<file path="src/mfe_pkg.sv">
// Shared constants, codes and control/status types for the max-flow engine.
package mfe_pkg;

    localparam int NV = 16;
    localparam int NE = 64;
    localparam int VW = 4;
    localparam int FW = 22;
    localparam logic [FW-1:0] FLOW_MAX = 22'h3FFFFF;

    localparam logic [1:0] OP_ADD   = 2'd0;
    localparam logic [1:0] OP_SOLVE = 2'd1;
    localparam logic [1:0] OP_CLEAR = 2'd2;
    localparam logic [1:0] OP_NOP   = 2'd3;

    typedef struct packed {
        logic take;
        logic drop;
        logic add_rd;
        logic add_wr;
        logic clear;
        logic solve_init;
        logic search_init;
        logic pop;
        logic edge_rd;
        logic e_inc;
        logic rd_a;
        logic rd_b;
        logic visit_a;
        logic visit_b;
        logic aug_init;
        logic aug_rd1;
        logic aug_rd2;
        logic aug_wr;
        logic reach_init;
        logic pass_init;
        logic u_inc;
        logic v_init;
        logic reach_rd;
        logic reach_chk;
        logic busy_init;
        logic busy_step;
        logic emit_init;
        logic emit_load;
        logic emit_next;
    } cmd_t;

    typedef struct packed {
        logic add_bad;
        logic ok;
        logic q_more;
        logic e_more;
        logic ea_cur;
        logic eb_cur;
        logic hit_a;
        logic hit_b;
        logic walk_done;
        logic u_end;
        logic u_reach;
        logic v_end;
        logic changed;
        logic i_end;
        logic out_valid;
        logic out_last;
    } sts_t;

    function automatic logic [FW-1:0] sat_add(input logic [FW-1:0] a, input logic [FW-1:0] b);
        logic [FW:0] s;
        s = {1'b0, a} + {1'b0, b};
        return s[FW] ? FLOW_MAX : s[FW-1:0];
    endfunction

endpackage

</file>
<file path="src/mfe_ctrl.sv">
// Controller: sequences edge loads, clears, augmenting searches, min-cut marking and result beats.
module mfe_ctrl (
    input  logic          clk,
    input  logic          rst_n,
    input  logic          in_valid,
    input  logic [1:0]    op,
    input  logic          out_ready,
    input  mfe_pkg::sts_t sts,
    output mfe_pkg::cmd_t cmd,
    output logic          in_ready
);

    localparam logic [4:0] ST_IDLE   = 5'd0;
    localparam logic [4:0] ST_ADD_RD = 5'd1;
    localparam logic [4:0] ST_ADD_WR = 5'd2;
    localparam logic [4:0] ST_CLEAR  = 5'd3;
    localparam logic [4:0] ST_SOLVE  = 5'd4;
    localparam logic [4:0] ST_START  = 5'd5;
    localparam logic [4:0] ST_POP    = 5'd6;
    localparam logic [4:0] ST_ERD    = 5'd7;
    localparam logic [4:0] ST_EDGE   = 5'd8;
    localparam logic [4:0] ST_VA     = 5'd9;
    localparam logic [4:0] ST_VB     = 5'd10;
    localparam logic [4:0] ST_A_INIT = 5'd11;
    localparam logic [4:0] ST_A_RD1  = 5'd12;
    localparam logic [4:0] ST_A_RD2  = 5'd13;
    localparam logic [4:0] ST_A_WR   = 5'd14;
    localparam logic [4:0] ST_R_INIT = 5'd15;
    localparam logic [4:0] ST_R_PASS = 5'd16;
    localparam logic [4:0] ST_R_U    = 5'd17;
    localparam logic [4:0] ST_R_V    = 5'd18;
    localparam logic [4:0] ST_R_CHK  = 5'd19;
    localparam logic [4:0] ST_B_INIT = 5'd20;
    localparam logic [4:0] ST_B_STEP = 5'd21;
    localparam logic [4:0] ST_E_LOAD = 5'd22;
    localparam logic [4:0] ST_E_WAIT = 5'd23;

    logic [4:0] state_reg, state_next;

    assign in_ready = state_reg == ST_IDLE;

    always_comb
    begin
        cmd        = '0;
        state_next = state_reg;
        case (state_reg)
            ST_IDLE:
            begin
                if (in_valid)
                begin
                    cmd.take = 1'b1;
                    case (op)
                        mfe_pkg::OP_ADD:   state_next = ST_ADD_RD;
                        mfe_pkg::OP_SOLVE: state_next = ST_SOLVE;
                        mfe_pkg::OP_CLEAR: state_next = ST_CLEAR;
                        default:           state_next = ST_IDLE;
                    endcase
                end
            end
            ST_ADD_RD:
            begin
                if (sts.add_bad)
                begin
                    cmd.drop   = 1'b1;
                    state_next = ST_IDLE;
                end
                else
                begin
                    cmd.add_rd = 1'b1;
                    state_next = ST_ADD_WR;
                end
            end
            ST_ADD_WR:
            begin
                cmd.add_wr = 1'b1;
                state_next = ST_IDLE;
            end
            ST_CLEAR:
            begin
                cmd.clear  = 1'b1;
                state_next = ST_IDLE;
            end
            ST_SOLVE:
            begin
                cmd.solve_init = 1'b1;
                state_next     = sts.ok ? ST_START : ST_B_INIT;
            end
            ST_START:
            begin
                cmd.search_init = 1'b1;
                state_next      = ST_POP;
            end
            ST_POP:
            begin
                if (sts.q_more)
                begin
                    cmd.pop    = 1'b1;
                    state_next = ST_ERD;
                end
                else
                    state_next = ST_R_INIT;
            end
            ST_ERD:
            begin
                if (sts.e_more)
                begin
                    cmd.edge_rd = 1'b1;
                    state_next  = ST_EDGE;
                end
                else
                    state_next = ST_POP;
            end
            ST_EDGE:
            begin
                if (sts.ea_cur)
                begin
                    cmd.rd_a   = 1'b1;
                    state_next = ST_VA;
                end
                else if (sts.eb_cur)
                begin
                    cmd.rd_b   = 1'b1;
                    state_next = ST_VB;
                end
                else
                begin
                    cmd.e_inc  = 1'b1;
                    state_next = ST_ERD;
                end
            end
            ST_VA:
            begin
                cmd.visit_a = 1'b1;
                if (sts.hit_a)
                    state_next = ST_A_INIT;
                else if (sts.eb_cur)
                begin
                    cmd.rd_b   = 1'b1;
                    state_next = ST_VB;
                end
                else
                begin
                    cmd.e_inc  = 1'b1;
                    state_next = ST_ERD;
                end
            end
            ST_VB:
            begin
                cmd.visit_b = 1'b1;
                if (sts.hit_b)
                    state_next = ST_A_INIT;
                else
                begin
                    cmd.e_inc  = 1'b1;
                    state_next = ST_ERD;
                end
            end
            ST_A_INIT:
            begin
                cmd.aug_init = 1'b1;
                state_next   = ST_A_RD1;
            end
            ST_A_RD1:
            begin
                cmd.aug_rd1 = 1'b1;
                state_next  = ST_A_RD2;
            end
            ST_A_RD2:
            begin
                cmd.aug_rd2 = 1'b1;
                state_next  = ST_A_WR;
            end
            ST_A_WR:
            begin
                cmd.aug_wr = 1'b1;
                state_next = sts.walk_done ? ST_START : ST_A_RD1;
            end
            ST_R_INIT:
            begin
                cmd.reach_init = 1'b1;
                state_next     = ST_R_PASS;
            end
            ST_R_PASS:
            begin
                cmd.pass_init = 1'b1;
                state_next    = ST_R_U;
            end
            ST_R_U:
            begin
                if (sts.u_end)
                    state_next = sts.changed ? ST_R_PASS : ST_B_INIT;
                else if (!sts.u_reach)
                    cmd.u_inc = 1'b1;
                else
                begin
                    cmd.v_init = 1'b1;
                    state_next = ST_R_V;
                end
            end
            ST_R_V:
            begin
                if (sts.v_end)
                begin
                    cmd.u_inc  = 1'b1;
                    state_next = ST_R_U;
                end
                else
                begin
                    cmd.reach_rd = 1'b1;
                    state_next   = ST_R_CHK;
                end
            end
            ST_R_CHK:
            begin
                cmd.reach_chk = 1'b1;
                state_next    = ST_R_V;
            end
            ST_B_INIT:
            begin
                cmd.busy_init = 1'b1;
                state_next    = ST_B_STEP;
            end
            ST_B_STEP:
            begin
                if (sts.i_end)
                begin
                    cmd.emit_init = 1'b1;
                    state_next    = ST_E_LOAD;
                end
                else
                    cmd.busy_step = 1'b1;
            end
            ST_E_LOAD:
            begin
                cmd.emit_load = 1'b1;
                state_next    = ST_E_WAIT;
            end
            ST_E_WAIT:
            begin
                if (sts.out_valid && out_ready)
                begin
                    if (sts.out_last)
                        state_next = ST_IDLE;
                    else
                    begin
                        cmd.emit_next = 1'b1;
                        state_next    = ST_E_LOAD;
                    end
                end
            end
            default:
                state_next = ST_IDLE;
        endcase
    end

    always_ff @(posedge clk or negedge rst_n)
    begin
        if (!rst_n)
            state_reg <= ST_IDLE;
        else
            state_reg <= state_next;
    end

endmodule
</file>
<file path="config.mk">
export PLATFORM = sky130hd
export DESIGN_NAME = mfe_ctrl
export DESIGN_NICKNAME = d
export VERILOG_FILES = /design/src/mfe_pkg.sv /design/src/mfe_ctrl.sv
export SDC_FILE = /design/constraint.sdc
export NUM_CORES = 1
export LEC_CHECK = 0
export BUFFER_PORTS_ARGS = -buffer_cell sky130_fd_sc_hd__buf_2
export CORE_MARGIN = 4
export CORE_UTILIZATION = 44
export DETAILED_ROUTE_END_ITERATION = 16
export PLACE_DENSITY = 0.8
export SYNTH_ARGS = -nofsm -noshare
export SYNTH_HDL_FRONTEND = slang
export SYNTH_SLANG_ARGS = --single-unit
</file>
<file path="constraint.sdc">
create_clock -name clk -period 2 [get_ports clk]
set_input_delay 0.2 -clock clk [delete_from_list [all_inputs] [get_ports clk]]
set_output_delay 0.2 -clock clk [all_outputs]
set_load 0.02 [all_outputs]
</file>
==> results of run 1 <==
[cells by family (layout without fill, tap and decap cells)]
family | Yosys count | count (layout) | share of synthesized area
AND/OR/NAND/NOR | 75 | 75 | 0.435
AO/OA/AOI/OAI | 39 | 39 | 0.293
buffers and inverters | 18 | 69 | 0.0987
flip-flops | 5 | 5 | 0.139
multiplexers | 2 | 2 | 0.0236
XOR/XNOR | 1 | 1 | 0.00974
[report_power, final]
part | switching, W | internal, W
Sequential | 0.000115 | 0.000149
Combinational | 0.000644 | 0.000439
Clock | 0.0000424 | 0.0000755
[worst max-delay path: cells and delay by family, from the launching register on]
family | cells | cell delay [ns]
buf+inv | 1 | 0.18
compound gates | 1 | 0.37
flops | 1 | 0.47
simple gates | 2 | 0.49
[metal layers]
metal,global-route usage,up-vias,wire length (um)
li1,-,609,-
met1,0.290,595,1310
met2,0.414,74,1690
met3,0.0310,10,264
met4,0.0979,0,81
met5,0,-,0
[through the flow]
| step | setup WS [ns] | setup TNS (ns) |
|---|---|---|
| finish | 0.0328 | 0 |
| CTS | 0.00360 | 0 |
| floorplan | 0.245 | 0 |
| global route | -0.00827 | -0.0228 |
| global placement | 0.229 | 0 |
| detailed placement | 0.235 | 0 |
[placed cells by master, fill, tap and decap left out, types with 4 or more instances in the layout]
| cell type | instances |
|---|---|
| dfrtp_2 | 4 |
| nand2_1 | 11 |
| inv_1 | 5 |
| nor3_1 | 8 |
| buf_2 | 51 |
| nand2b_1 | 5 |
| nor2_1 | 21 |
| and3_1 | 4 |
| a31oi_1 | 4 |
| buf_4 | 8 |
| o21ai_0 | 7 |
| a21oi_1 | 9 |
[how the worst min path moves through the flow]
stage / from / end / slack (ns) / cells after the start
floorplan: rst_n / state_reg[0] / -0.1 / 0
global placement: rst_n / state_reg[4] / 0.02 / 1
finish: rst_n / state_reg[0] / 0.31 / 2
global route: rst_n / state_reg[2] / 0.33 / 2
detailed placement: rst_n / state_reg[3] / 0.02 / 1
CTS: rst_n / state_reg[2] / 0.30 / 2
[area by class of cell]
class	instances	area share
clock buffer	4	0.0214
inverter	5	0.0153
multi-input combinational	117	0.566
sequential	5	0.106
tap	27	0.0275
timing repair buffer	60	0.264
[synth_stat cells, types with 2 or more instances]
master / instances / area share
nor2_1: 21 / 0.088
nand2_1: 11 / 0.046
a21oi_1: 9 / 0.050
nor3_1: 9 / 0.050
o21ai_0: 7 / 0.039
nand2b_1: 6 / 0.042
buf_2: 5 / 0.028
clkbuf_1: 5 / 0.021
dfrtp_1: 5 / 0.14
inv_1: 5 / 0.021
a31oi_1: 4 / 0.028
and3_1: 4 / 0.028
nand3_1: 3 / 0.017
nand3b_1: 3 / 0.025
nor2b_1: 3 / 0.021
nor4_1: 3 / 0.021
buf_4: 2 / 0.017
nor3b_1: 2 / 0.017
o21ai_1: 2 / 0.011
o22ai_1: 2 / 0.014
or2_1: 2 / 0.014
[what timing repair did]
item,in CTS,in global routing
endpoints found under the hold margin,5,0
gates cloned,0,0
resized for setup,3,4
setup endpoints to repair,2,4
hold buffers,1,0
==> qor.csv, run 1 <==
stage,metric,value,unit
pwr,leakage power,0.627,nW
global_route,GRT Overall Usage,0.238,
clocking,clock-pin slew on the worst setup and hold paths,0.05,ns
routing,Via Count,1288,
clocking,Bufs on Longest Clock Path,2,
clocking,clk root buf,clkbuf_4,
setup_path,CP max FO,13,
routing,Avg WL per Cell,15.3,um
final_layout,max reg flops,5,
setup_path,crit end category,output pin,
global_route,grt ovf,0,
synthesis,Syn Inst Count,140,
min_path,Hold Crit Class,in2async,
timing,final setup fails,0,
synthesis,most used flip-flop cell after synthesis,dfrtp_1,
synthesis,sequential cell area fraction in the yosys report,0.139,
clocking,H-tree levels,1,
final_layout,antenna cell count,0,
die,Initial Utilization,0.463,
setup_path,end of the critical path,cmd[19],
synthesis,Ys Warns,0,
setup_path,crit-path max cell delay,0.47,ns
global_route,vias in the first global route,1173,
setup_path,crit path kind,reg2out,
timing,Least-Margin Pin Slew,0.483,ns
timing,max-slew violations,0,
die,die area,2830,um2
setup_path,startpoint types,flip-flop,
setup_path,worst setup path startpoint,state_reg[2],
global_route,first-pass GRT wire length,5040,um
setup_path,Crit path required time,1.80,ns
final_layout,Fillers,184,
final_layout,P&R area growth vs syn,36.7,%
timing,Setup Skew,0.00919,ns
final_layout,layout cell share with drive strength beyond 1,0.382,
pwr,maximum vdd drop,0.593,mV
timing,max_slew headroom,0.677,
timing,RSZ-0062 raised after global routing,yes,
routing,final wirelength,3340,um
synthesis,"FFs w/ async S/R, synth",1.00,
die,I/O pins,52,
routing,# DRC,0,
synthesis,syn_area_per_cell,6.43,um2
setup_path,worst path arrival time,1.77,ns
run,MaxCap Viol Count,0,
final_layout,nets,214,
placement,Post-DP HPWL,2610,um
routing,Avg Vias per Cell,5.91,
synthesis,Cell variety after synth,48,
clocking,Post-CTS Setup Bufs,0,
clocking,Clock Sinks,5,
routing,post-route ant nets,0,
placement,Post-Place Cells,213,
setup_path,reg2reg path depth,5,
final_layout,Final Instance Area,1230,um2
synthesis,Post-synth EDFFs,0,
die,Core Rows,16,
final_layout,multi-input logic area,696,um2
timing,period utilization,0.984,
clocking,Num CTS Buffers,3,
timing,Final Critical Period,1.97,ns
clocking,worst skew pair latency,0.25,ns
synthesis,Mapped Nets,162,
timing,hold_ws,0.308,ns
placement,"Cell Area, Placed",1180,um2
synthesis,Mapped Area,900,um2
die,die height,53.2,um
die,Core ar.,1940,um2
placement,gp weighted congestion,0.924,
routing,DRT iter0 DRCs,76,
final_layout,Post-Layout Cell Count,218,
setup_path,Reg-to-Reg End,state_reg[0],
setup_path,Slowest cell on crit path,dfrtp_2,
die,Die W,53.2,um
synthesis,Yosys reg bits,5,
setup_path,R2R setup slack,0.22,ns
global_route,initial antenna violation count,0,
pwr,Total Power,0.00146,W
timing,Fmax,508,MHz
setup_path,worst-path cell chain,"or2_1, o32a_1, nor2_2, buf_2",
clocking,TritonCTS clock tree,yes,
pwr,PwrDens,1190,nW/um2
timing,Final Hold Fails,0,
placement,quantity of I/O buffers inserted on ports,51,
run_status,status,finished clean,
final_layout,final core utilization,0.633,
global_route,largest net degree at the start of global routing,16,
routing,DRT Pass-1 Iters,4,
setup_path,RR Startpoint,state_reg[4],
final_layout,Register Area,130,um2
Power figures use the tool's default switching activity.
==> inputs of run 2 (changes only) <==
- CORE_UTILIZATION: 44 -> 45
- PLACE_DENSITY: 0.8 -> 0.82
- clock period: 2 -> 2.4 ns (I/O delays scaled with it)
==> run 2 against run 1 <==
  * Setup slack gained 0.13 ns
  * Sequential share of layout area grew 0.070 points
  * Worst hold slack gained 0.016 ns
  * Critical path depth is the same
  * Global-route usage shrank 0.42 points
  * Clock skew is essentially flat
  * First-iteration DRC count shrank 25%
  * Sequential power shrank 6%
  * Final cell count shrank 3.2%
  * Highest routed layer unchanged
==> qor.csv, run 2 (synthesis gave the netlist of run 1 again) <==
stage,metric,value,unit,change
run_status,status,finished clean,,
clocking,Bufs on Longest Clock Path,2,,unchanged
global_route,GRT Overall Usage,0.234,,-0.00420
timing,hold_ws,0.323,ns,+0.0158 ns
global_route,initial antenna violation count,0,,unchanged
pwr,leakage power,0.605,nW,-3.5%
die,Core ar.,1800,um2,-7.2%
pwr,Switching Power,0.000649,W,-19%
pwr,Seq pwr share,0.214,,+0.034
setup_path,crit path kind,reg2out,,
setup_path,worst setup path startpoint,state_reg[2],,
clocking,hold-fix buffers at CTS,1,,unchanged
timing,Setup Skew,0.00911,ns,-0.0000760 ns
clocking,Clock Sinks,5,,unchanged
die,die height,52.7,um,-0.95%
routing,Avg WL per Cell,14.9,um,-2.7%
routing,DRT iter0 DRCs,57,,-25%
final_layout,Register Area,125,um2,-3.8%
routing,Via Count,1248,,-3.1%
final_layout,most frequent cells in the layout,"buf_2 (51), nor2_1 (21), nand2_1 (11)",,
die,Core Rows,15,,-1
timing,Least-Margin Pin Slew,0.629,ns,+0.146 ns
clocking,H-tree levels,1,,unchanged
clocking,TritonCTS clock tree,yes,,
routing,final wirelength,3150,um,-5.9%
pwr,clock share of power,0.090,,+0.010
final_layout,max reg flops,5,,unchanged
global_route,first-pass GRT wire length,4890,um,-3.1%
clocking,clock-pin slew on the worst setup and hold paths,0.04,ns,about the same
setup_path,R2R setup slack,0.46,ns,+0.24 ns
final_layout,multi-input logic area,686,um2,-1.4%
setup_path,RR Startpoint,state_reg[2],,
routing,Avg Vias per Cell,5.91,,+0.11%
min_path,hold depth,3,,
die,I/O pins,52,,unchanged
placement,quantity of I/O buffers inserted on ports,51,,unchanged
placement,gp weighted congestion,0.950,,+2.8%
clocking,PostCTS Resize Cnt,0,,-3
pwr,Internal,0.000513,W,-23%
pwr,maximum vdd drop,0.526,mV,-11%
setup_path,Reg-to-Reg End,state_reg[2],,
clocking,worst skew pair latency,0.25,ns,about the same
run,MaxCap Viol Count,0,,unchanged
die,die area,2780,um2,-1.9%
clocking,clk root buf,clkbuf_4,,
routing,post-route ant nets,0,,unchanged
timing,period utilization,0.932,,
placement,Post-DP HPWL,2400,um,-8.1%
final_layout,Fillers,175,,-4.9%
setup_path,worst path arrival time,2.00,ns,+0.23 ns
final_layout,layout cell share with drive strength beyond 1,0.333,,-0.0489
routing,DRT Pass-1 Iters,4,,unchanged
timing,max-slew violations,0,,unchanged
min_path,hold path startpoint,sts[12],,
timing,Fmax,447,MHz,
min_path,Hold Crit Class,in2reg,,
timing,Final Critical Period,2.24,ns,
setup_path,crit end category,output pin,,
global_route,grt ovf,0,,unchanged
setup_path,startpoint types,flip-flop,,
setup_path,crit-path max cell delay,0.64,ns,+0.17 ns
timing,setup TNS,0,ns,unchanged
final_layout,"most common cell after layout, fill and taps aside",buf_2,,
pwr,PwrDens,989,nW/um2,-17%
final_layout,P&R area growth vs syn,30.6,%,
setup_path,worst-path cell chain,"or3b_2, o32a_1, nor2_2, buf_2",,
global_route,largest net degree at the start of global routing,24,,+8
min_path,Worst Hold End,state_reg[3],,
clocking,Post-CTS Setup Bufs,0,,unchanged
global_route,vias in the first global route,1039,,-11%
pwr,switching share of total power,0.558,,+0.0113
timing,final setup fails,0,,unchanged
setup_path,CP max FO,23,,+10
clocking,Num CTS Buffers,3,,unchanged
die,Initial Utilization,0.499,,+0.0360
die,Die W,52.7,um,-0.95%
final_layout,antenna cell count,0,,unchanged
setup_path,Crit path required time,2.16,ns,+0.36 ns
timing,RSZ-0062 raised after global routing,no,,
final_layout,nets,209,,-2.3%
setup_path,Slowest cell on crit path,or3b_2,,
pwr,Comb pwr share,0.696,,-0.044
routing,# DRC,0,,unchanged
timing,Final Hold Fails,0,,unchanged
setup_path,reg2reg path depth,5,,unchanged
timing,max_slew headroom,0.581,,-0.0962
run 2: power by group through the flow:
| stage | Sequential (W) | Combinational, W | Clock [W] |
|---|---|---|---|
| after floorplan | 0.000143 | 0.000725 | 0 |
| after global placement | 0.000243 | 0.000786 | 0 |
| after detailed placement | 0.000244 | 0.000794 | 0 |
| after CTS | 0.000242 | 0.000800 | 0.000103 |
| after global routing | 0.000263 | 0.000886 | 0.000107 |
| final | 0.000249 | 0.000809 | 0.000104 |
run 2: critical path: cells and delay by family, from the launching register on:
family | cells | cell delay, ns
AND/OR/NAND/NOR | 2 | 0.75
buffers and inverters | 1 | 0.18
flip-flops | 1 | 0.60
AO/OA/AOI/OAI | 1 | 0.22
run 2: layer usage:
layer,track usage,vias to the layer above,wire length [um]
li1,-,603,-
met1,0.333,552,1290
met2,0.355,89,1460
met3,0.0313,4,363
met4,0.0809,0,38
met5,0,-,0
run 2: through the flow:
| stage | std cells | setup slack (ns) | util | total power [W] | cell area (um2) |
|---|---|---|---|---|---|
| global route | 211 | 0.0388 | 0.652 | 0.00126 | 1170 |
| detailed placement | 206 | 0.455 | 0.632 | 0.00104 | 1140 |
| CTS | 211 | 0.184 | 0.652 | 0.00115 | 1170 |
| finish | 211 | 0.163 | 0.652 | 0.00116 | 1170 |
| floorplan | 140 | 0.605 | - | 0.000868 | 900 |
| global placement | 206 | 0.487 | 0.632 | 0.00103 | 1140 |
run 2: worst max path at each step:
| stage | end | slack [ns] | depth (start not counted) |
|---|---|---|---|
| 2_1_floorplan | cmd[7] | 0.61 | 5 |
| 3_3_place_gp | cmd[19] | 0.49 | 4 |
| 3_5_place_dp | cmd[19] | 0.45 | 4 |
| 4_1_cts | cmd[19] | 0.18 | 4 |
| 5_1_grt | cmd[8] | 0.04 | 5 |
| 6_report | cmd[19] | 0.16 | 4 |
run 2: final cells by class:
cell class | count | area share
Sequential cell | 5 | 0.106
Multi-Input combinational cell | 117 | 0.584
Clock buffer | 4 | 0.0224
Inverter | 5 | 0.0160
Timing Repair Buffer | 55 | 0.245
Tap cell | 25 | 0.0266
